**src/design/assert_macros.svh**
```systemverilog
// assertion helpers shared by the design files
`ifndef ASSERT_MACROS_SVH
`define ASSERT_MACROS_SVH

// checked only outside reset
`define HRL_ASSERT(lbl, prop, msg) \
    lbl: assert property (@(posedge i_clk) disable iff (!i_rst_n) (prop)) \
        else $error(msg);

// checked at every edge, reset included
`define HRL_ASSERT_ALWAYS(lbl, prop, msg) \
    lbl: assert property (@(posedge i_clk) (prop)) else $error(msg);

`endif

```
**src/design/hrl_pkg.sv**
```systemverilog
`default_nettype none
package hrl_pkg;

    localparam int STORE_BYTES_DEF = 8192;

    localparam logic [7:0] CH_COLON = 8'h3A;
    localparam logic [7:0] CH_NL    = 8'h0A;

    localparam logic [9:0] POS_START  = 10'd0;
    localparam logic [9:0] POS_DATA   = 10'd9;
    localparam logic [9:0] POS_LAST   = 10'd1022;
    localparam logic [9:0] POS_IGNORE = 10'd1023;

    localparam logic [1:0] ERR_NONE  = 2'd0;
    localparam logic [1:0] ERR_COLON = 2'd1;
    localparam logic [1:0] ERR_HEX   = 2'd2;
    localparam logic [1:0] ERR_ADDR  = 2'd3;

    localparam logic KIND_WRITE   = 1'b0;
    localparam logic KIND_SUMMARY = 1'b1;

    localparam int Q_DEPTH = 4;
    localparam int Q_PTR_W = $clog2(Q_DEPTH);
    localparam int Q_CNT_W = $clog2(Q_DEPTH + 1);

    typedef struct packed {
        logic        kind;
        logic [12:0] wr_addr;
        logic [7:0]  wr_data;
        logic [16:0] img_size;
        logic [1:0]  err;
        logic        last;
    } t_result;

    typedef struct packed {
        logic       ok;
        logic [3:0] val;
    } t_hex;

    function automatic t_hex hex_decode(input logic [7:0] c);
        t_hex h;
        h.ok  = 1'b1;
        h.val = 4'd0;
        if (c >= 8'h30 && c <= 8'h39) begin
            h.val = 4'(c - 8'h30);
        end else if (c >= 8'h41 && c <= 8'h46) begin
            h.val = 4'(c - 8'h37);
        end else if (c >= 8'h61 && c <= 8'h66) begin
            h.val = 4'(c - 8'h57);
        end else begin
            h.ok = 1'b0;
        end
        return h;
    endfunction

endpackage
`default_nettype wire

```
**src/design/hrl_parser.sv**
```systemverilog
`default_nettype none
`include "assert_macros.svh"
module hrl_parser
    import hrl_pkg::*;
#(
    parameter int STORE_BYTES = STORE_BYTES_DEF
) (
    input  wire logic       i_clk,
    input  wire logic       i_rst_n,
    input  wire logic       i_accept,
    input  wire logic [7:0] i_char_in,
    input  wire logic       i_last_char,
    output t_result         o_res_a,
    output logic            o_push_a,
    output t_result         o_res_b,
    output logic            o_push_b
);

    localparam logic [16:0] STORE_LIM = 17'(STORE_BYTES);

    logic [9:0]  r_pos,      n_pos;
    logic [7:0]  r_count,    n_count;
    logic [15:0] r_start,    n_start;
    logic [15:0] r_running,  n_running;
    logic [3:0]  r_high,     n_high;
    logic [15:0] r_best_start, n_best_start;
    logic [7:0]  r_best_count, n_best_count;
    logic [1:0]  r_first_error, n_first_error;

    t_hex        hx;
    logic [9:0]  k;
    logic        flag;
    logic [1:0]  flag_code;
    logic        emit;
    logic [16:0] img_size;
    logic [1:0]  sum_err;

    assign hx = hex_decode(i_char_in);
    assign k  = r_pos - POS_DATA;

    always_comb begin
        n_pos         = r_pos;
        n_count       = r_count;
        n_start       = r_start;
        n_running     = r_running;
        n_high        = r_high;
        n_best_start  = r_best_start;
        n_best_count  = r_best_count;
        n_first_error = r_first_error;
        flag          = 1'b0;
        flag_code     = ERR_NONE;
        emit          = 1'b0;
        if (i_accept) begin
            if (i_char_in == CH_NL) begin
                if (r_pos == POS_START && r_first_error == ERR_NONE) begin
                    n_first_error = ERR_COLON;
                end
                n_pos = POS_START;
            end else if (r_pos == POS_IGNORE) begin
                n_pos = r_pos;
            end else if (r_pos == POS_START) begin
                if (i_char_in == CH_COLON) begin
                    n_pos = 10'd1;
                end else begin
                    flag      = 1'b1;
                    flag_code = ERR_COLON;
                end
            end else if (r_pos < POS_DATA) begin
                if (!hx.ok) begin
                    flag      = 1'b1;
                    flag_code = ERR_HEX;
                end else begin
                    if (r_pos <= 10'd2) begin
                        n_count = {r_count[3:0], hx.val};
                    end else if (r_pos <= 10'd6) begin
                        n_start = {r_start[11:0], hx.val};
                    end
                    if (r_pos == 10'd8) begin
                        n_running = r_start;
                        if (r_count != 8'd0 && r_start >= r_best_start) begin
                            n_best_start = r_start;
                            n_best_count = r_count;
                        end
                    end
                    n_pos = r_pos + 10'd1;
                end
            end else if (k < {1'b0, r_count, 1'b0}) begin
                if (!hx.ok) begin
                    flag      = 1'b1;
                    flag_code = ERR_HEX;
                end else if (!k[0]) begin
                    n_high = hx.val;
                    n_pos  = r_pos + 10'd1;
                end else if (17'(r_running) >= STORE_LIM) begin
                    flag      = 1'b1;
                    flag_code = ERR_ADDR;
                end else begin
                    emit      = 1'b1;
                    n_running = r_running + 16'd1;
                    n_pos     = r_pos + 10'd1;
                end
            end else begin
                n_pos = (r_pos >= POS_LAST) ? POS_IGNORE : r_pos + 10'd1;
            end
            if (flag) begin
                if (r_first_error == ERR_NONE) begin
                    n_first_error = flag_code;
                end
                n_pos = POS_IGNORE;
            end
        end
        img_size = 17'(n_best_start) + 17'(n_best_count);
        sum_err  = n_first_error;
        if (i_accept && i_last_char) begin
            n_pos         = POS_START;
            n_count       = '0;
            n_start       = '0;
            n_running     = '0;
            n_high        = '0;
            n_best_start  = '0;
            n_best_count  = '0;
            n_first_error = ERR_NONE;
        end
    end

    always_comb begin
        o_push_a         = emit;
        o_res_a.kind     = KIND_WRITE;
        o_res_a.wr_addr  = r_running[12:0];
        o_res_a.wr_data  = {r_high, hx.val};
        o_res_a.img_size = '0;
        o_res_a.err      = ERR_NONE;
        o_res_a.last     = !i_last_char;
        o_push_b         = i_accept && i_last_char;
        o_res_b.kind     = KIND_SUMMARY;
        o_res_b.wr_addr  = '0;
        o_res_b.wr_data  = '0;
        o_res_b.img_size = img_size;
        o_res_b.err      = sum_err;
        o_res_b.last     = 1'b1;
    end

    always_ff @(posedge i_clk) begin
        if (!i_rst_n) begin
            r_pos         <= POS_START;
            r_count       <= '0;
            r_start       <= '0;
            r_running     <= '0;
            r_high        <= '0;
            r_best_start  <= '0;
            r_best_count  <= '0;
            r_first_error <= ERR_NONE;
        end else begin
            r_pos         <= n_pos;
            r_count       <= n_count;
            r_start       <= n_start;
            r_running     <= n_running;
            r_high        <= n_high;
            r_best_start  <= n_best_start;
            r_best_count  <= n_best_count;
            r_first_error <= n_first_error;
        end
    end

    `HRL_ASSERT(a_eof_clears, i_accept && i_last_char |=> r_pos == POS_START && r_first_error == ERR_NONE && r_best_start == '0, "state not cleared after end of file")
    `HRL_ASSERT(a_err_sticky, r_first_error != ERR_NONE && !(i_accept && i_last_char) |=> r_first_error == $past(r_first_error), "first error overwritten")
    `HRL_ASSERT(a_write_in_store, o_push_a |-> 17'(r_running) < STORE_LIM && i_accept, "byte write outside store")

endmodule
`default_nettype wire

```
**src/design/hrl_outq.sv**
```systemverilog
`default_nettype none
`include "assert_macros.svh"
module hrl_outq
    import hrl_pkg::*;
(
    input  wire logic    i_clk,
    input  wire logic    i_rst_n,
    input  wire t_result i_res_a,
    input  wire logic    i_push_a,
    input  wire t_result i_res_b,
    input  wire logic    i_push_b,
    input  wire logic    i_pop,
    output t_result      o_head,
    output logic         o_valid,
    output logic         o_full
);

    t_result              r_mem [Q_DEPTH];
    logic [Q_PTR_W-1:0]   r_wr, n_wr;
    logic [Q_PTR_W-1:0]   r_rd, n_rd;
    logic [Q_CNT_W-1:0]   r_count, n_count;
    logic [Q_CNT_W-1:0]   push_n;
    logic                 pop;

    assign pop     = i_pop && (r_count != '0);
    assign push_n  = Q_CNT_W'(i_push_a) + Q_CNT_W'(i_push_b);
    assign n_wr    = r_wr + Q_PTR_W'(push_n);
    assign n_rd    = r_rd + Q_PTR_W'(pop);
    assign n_count = r_count + push_n - Q_CNT_W'(pop);

    assign o_head  = r_mem[r_rd];
    assign o_valid = (r_count != '0);
    // room for two words is kept so an accepted character never overflows
    assign o_full  = (r_count > Q_CNT_W'(Q_DEPTH - 2));

    always_ff @(posedge i_clk) begin
        if (i_push_a) begin
            r_mem[r_wr] <= i_res_a;
        end else if (i_push_b) begin
            r_mem[r_wr] <= i_res_b;
        end
        if (i_push_a && i_push_b) begin
            r_mem[r_wr + Q_PTR_W'(1)] <= i_res_b;
        end
    end

    always_ff @(posedge i_clk) begin
        if (!i_rst_n) begin
            r_wr    <= '0;
            r_rd    <= '0;
            r_count <= '0;
        end else begin
            r_wr    <= n_wr;
            r_rd    <= n_rd;
            r_count <= n_count;
        end
    end

    `HRL_ASSERT_ALWAYS(a_rst_empty, !i_rst_n |=> r_count == '0, "queue not empty after reset")
    `HRL_ASSERT(a_no_overflow, (i_push_a || i_push_b) |-> r_count <= Q_CNT_W'(Q_DEPTH - 2), "push into full queue")

endmodule
`default_nettype wire

```
**src/design/hex_record_loader.sv**
```systemverilog
// hex_record_loader: parses hex-record text, one character per input word.
// input channel: i_valid / o_stall carrying i_char_in and i_last_char; a
// word is taken on a rising edge with i_valid high and o_stall low.
// output channel: o_valid / i_stall carrying one result word: a byte write
// (o_result_kind 0) or the end-of-file summary (o_result_kind 1) with the
// image size and the first error seen; o_last_result marks the final word
// caused by one character.
// a result is written into a four-word result queue as its character is
// taken. throughput: one character per cycle while o_stall is low; the
// last character of a file can give two words, drained one per cycle
// while i_stall is low. o_stall rises once the queue holds more than two
// words, so a stalled receiver holds its word and input is then held off.
// reset (synchronous, i_rst_n low) empties the queue and returns the parser
// to the start of a line with no error; the summary also clears the parser
// so that a new file can follow straight away.
`default_nettype none
module hex_record_loader
    import hrl_pkg::*;
#(
    parameter int STORE_BYTES = STORE_BYTES_DEF
) (
    input  wire logic        i_clk,
    input  wire logic        i_rst_n,
    input  wire logic        i_valid,
    output logic             o_stall,
    input  wire logic [7:0]  i_char_in,
    input  wire logic        i_last_char,
    output logic             o_valid,
    input  wire logic        i_stall,
    output logic             o_result_kind,
    output logic [12:0]      o_write_address,
    output logic [7:0]       o_write_byte,
    output logic [16:0]      o_image_size,
    output logic [1:0]       o_error_code,
    output logic             o_last_result
);

    t_result res_a;
    t_result res_b;
    t_result head;
    logic    push_a;
    logic    push_b;
    logic    accept;

    assign accept = i_valid && !o_stall;

    hrl_parser #(
        .STORE_BYTES (STORE_BYTES)
    ) u_parser (
        .i_clk       (i_clk),
        .i_rst_n     (i_rst_n),
        .i_accept    (accept),
        .i_char_in   (i_char_in),
        .i_last_char (i_last_char),
        .o_res_a     (res_a),
        .o_push_a    (push_a),
        .o_res_b     (res_b),
        .o_push_b    (push_b)
    );

    hrl_outq u_outq (
        .i_clk    (i_clk),
        .i_rst_n  (i_rst_n),
        .i_res_a  (res_a),
        .i_push_a (push_a),
        .i_res_b  (res_b),
        .i_push_b (push_b),
        .i_pop    (!i_stall),
        .o_head   (head),
        .o_valid  (o_valid),
        .o_full   (o_stall)
    );

    assign o_result_kind   = head.kind;
    assign o_write_address = head.wr_addr;
    assign o_write_byte    = head.wr_data;
    assign o_image_size    = head.img_size;
    assign o_error_code    = head.err;
    assign o_last_result   = head.last;

endmodule
`default_nettype wire

```
**config.mk**
```make
export PLATFORM = sky130hd
export DESIGN_NAME = hex_record_loader
export DESIGN_NICKNAME = d
export VERILOG_FILES = /design/src/design/hrl_pkg.sv /design/src/design/hrl_parser.sv /design/src/design/hrl_outq.sv /design/src/design/hex_record_loader.sv
export VERILOG_INCLUDE_DIRS = /design/src /design/src/design
export SDC_FILE = /design/constraint.sdc
export NUM_CORES = 1
export LEC_CHECK = 0
export BUFFER_PORTS_ARGS = -buffer_cell sky130_fd_sc_hd__clkbuf_2
export CAP_MARGIN = 20
export CORE_ASPECT_RATIO = 1.2
export CORE_MARGIN = 2
export CORE_UTILIZATION = 60
export CTS_BUF_LIST = sky130_fd_sc_hd__clkbuf_8
export DETAILED_ROUTE_END_ITERATION = 10
export PLACE_DENSITY = 0.75
export SYNTH_ARGS = -nofsm -noshare
export SYNTH_HDL_FRONTEND = slang
export SYNTH_HIERARCHICAL = 1
export SYNTH_SLANG_ARGS = --single-unit
```
**constraint.sdc**
```tcl
create_clock -name i_clk -period 8.9 [get_ports i_clk]
set_clock_uncertainty 0.2 [all_clocks]
set_input_delay 1.78 -clock i_clk [delete_from_list [all_inputs] [get_ports i_clk]]
set_output_delay 1.78 -clock i_clk [all_outputs]
set_load 0.01 [all_outputs]
```
==> results.cfg <==
[outcome]
outcome = finished clean

[detailed_routing]
ant_nets = 0
wl_um = 29600
drt_first_iter_violations = 600
vias_per_cell = 5.81
wl_per_cell_um = 18.9
drc = 0
drt_first_pass_iters = 5
vias = 9120

[worst_setup_path]
rr_startpoint = u_parser/r_pos[0]$_SDFFE_PP0P_
critPathArrivalTime_ps = 6490
startpoint = i_char_in[0]
cp-start-kind = primary input
ff2ff_path_depth = 21
cp-end-kind = register
worstPathMaxFanout = 32
cp.required_ps = 8990
r2r-end = u_outq/r_mem[0][15]$_DFFE_PP_
path_class = primary input to register
reg2reg_slack_ps = 2930

[floorplanning]
die_h_um = 176
ios = 57
die_w_um = 148
start_util = 0.606
coreArea_um2 = 24500
die-area_um2 = 26000
fp-row-count = 63

[logic_synthesis]
async_flop_share = 0
syn_inst = 1171
synth-main-ff-cell = edfxtp_1
synth-edff-count = 168
yosysWarnings = 6
ys_ff_latch = 255
synth_area_um2 = 14900
ys_seq_area_frac = 0.457
ys_types = 84
syn_avg_cell_area_um2 = 12.7

[final_layout]
post-route-util = 0.644
area_growth_pct = 6.24
ff_latch_area_um2 = 6790
drive_above_1_share = 0.308
final_cells = 1570
num-fill-cells = 1863
nets = 1274
n_antenna_cell = 0
multiInputGateArea_um2 = 7170

[sta]
relSlewSlack = 0.324
tightest_slew_ps = 1010
slew_violations = 0
finalHoldViolations = 0
period_needed_ps = 6390
setup_violations = 0
fmaxAchievable_mhz = 156
rsz0062_at_grt = no
tns_ps = 0
period_share = 0.718

[hold_path]
hold_path_end = u_parser/r_running[14]$_SDFFE_PP0P_
hold_class = register to register
hold_depth = 2
min_from = u_parser/r_running[14]$_SDFFE_PP0P_

[pwr]
power_mw = 3.82
peakVddDrop_mv = 0.193
p_leak_nw = 6.17
powerDensity_nw_per_um2 = 242

[clock_network]
clock_latency_ps = 550
cts_htree_levels = 2
cts_resized = 0
clk_path_buf_depth = 3
path_clk_slew_ps = 60
cts_setup_buffers = 0
cts.sinks = 255
cts_buffers = 42
cts-root-buf = clkbuf_8
hold_buffers = 0
tritoncts = built

[placement]
numPortBuffers = 56
place_inst = 1490
dpl.hpwl_um = 19000
gp_congestion = 0.866

[grt]
grt_max_degree = 55
grt_use_total = 0.229
grt_pass1_vias = 9026
overflow = 0
antenna_found_initial = 0
grt_pass1_wl_um = 47500

[job]
cap_violations = 0
-- per-stage QoR --
step / cell area [um2] / setup slack (ps) / hold slack, ps
2_1_floorplan: 15000 / 1530 / 245
3_3_place_gp: 14900 / 2120 / 256
3_5_place_dp: 14900 / 2000 / 269
4_1_cts: 15700 / 2550 / 284
5_1_grt: 15800 / 2170 / 295
6_report: 15800 / 2510 / 293
-- where the power goes --
part	switching [mW]	internal (mW)	leakage [nW]
logic	0.744	0.586	3.43
registers	0.131	1.38	2.26
clock network	0.457	0.521	0.474
total	1.33	2.49	6.17
-- cells in the final DEF, fill, tap and decap left out, drive strengths merged, types with 6 or more instances in the layout --
cell and count:
ha 47, dfxtp 87, edfxtp 168, nor3 20, and3 10, inv 64
conb 43, a31oi 10, xor2 13, mux4 42, mux2 183, o21ai 24
a21o 8, nor2 91, xnor2 22, o32ai 6, clkbuf 106, a211oi 10
clkinv 11, o211ai 7, nand2 42, nor4 9, nand4 8, o31ai 11
buf 16, a21oi 42, mux2i 43, and2 27, nand3 17, nor2b 9
-- worst max-delay path by stage --
stage,to,slack [ps]
after global routing,u_outq/r_mem[0][18]$_DFFE_PP_,2170
after detailed placement,u_outq/r_mem[0][15]$_DFFE_PP_,2000
final,u_outq/r_mem[3][12]$_DFFE_PP_,2510
after CTS,u_outq/r_mem[0][15]$_DFFE_PP_,2550
after global placement,u_outq/r_mem[2][18]$_DFFE_PP_,2120
after floorplan,u_outq/r_mem[1][0]$_DFFE_PP_,1530
-- layer usage --
layer  vias to the layer above  GRT usage  part of all wire
li1                       4357          -                 -
met1                      4516      0.301              0.44
met2                       196      0.393              0.50
met3                        51     0.0292             0.036
met4                         0     0.0809             0.023
met5                         -          0                 0
-- area by class of cell --
class                      instances  share of cell area
multi-input combinational        791               0.454
tap                              325              0.0258
clock inverter                    29             0.00920
sequential                       255               0.430
clock buffer                      48              0.0419
timing repair buffer              74              0.0270
inverter                          48              0.0114
-- logic make-up after synthesis --
group                    count (synthesis)  synth area share
adder cells (fa/ha/maj)                 49            0.0423
multiplexers                           268             0.247
flip-flops                             255             0.457
AO/OA/AOI/OAI                          144            0.0705
buffers and inverters                  166            0.0735
other                                    2          0.000506
XOR/XNOR                                35            0.0206
AND/OR/NAND/NOR                        252            0.0889
-- synthesized netlist by cell type, drive strengths merged (8+ instances only) --
cell / instances / area share
mux2: 183 / 0.15
edfxtp: 168 / 0.34
buf: 93 / 0.050
nor2: 91 / 0.025
dfxtp: 87 / 0.12
inv: 48 / 0.012
ha: 47 / 0.040
mux2i: 43 / 0.029
a21oi: 42 / 0.015
mux4: 42 / 0.064
nand2: 42 / 0.011
and2: 27 / 0.011
clkbuf: 25 / 0.012
o21ai: 24 / 0.0081
xnor2: 22 / 0.013
nor3: 20 / 0.0067
nand3: 17 / 0.0064
xor2: 13 / 0.0077
o31ai: 11 / 0.0068
a211oi: 10 / 0.0051
a31oi: 10 / 0.0072
and3: 10 / 0.0042
nor2b: 9 / 0.0043
nor4: 9 / 0.0046
a21o: 8 / 0.0040
nand4: 8 / 0.0034
-- state kept, by name, summed over array words and instances, names as in the netlist, 3 cells and up --
signal and cells:
u_parser/r_best_count 8, u_parser/r_start 16, u_outq/r_count 3, u_outq/r_mem 168, u_parser/r_pos 10, u_parser/r_high 4, u_parser/r_count 8, u_parser/r_best_start 16
u_parser/r_running 16
-- worst max-delay path: stages --
cell and delay, ps:
clkbuf_2 130, inv_1 70, ha_1 220, o21bai_1 180, a21boi_0 210, nor2_1 570, nor2_8 130, o211ai_4 110
buf_4 490, mux2i_1 390, inv_1 80, ha_1 320, a211oi_1 280, o21ai_0 120, nor2b_1 160, o41a_1 460
nand2_1 130, xor2_1 140, mux2i_1 150, mux2_2 320
(Power assumes the default switching activity.)
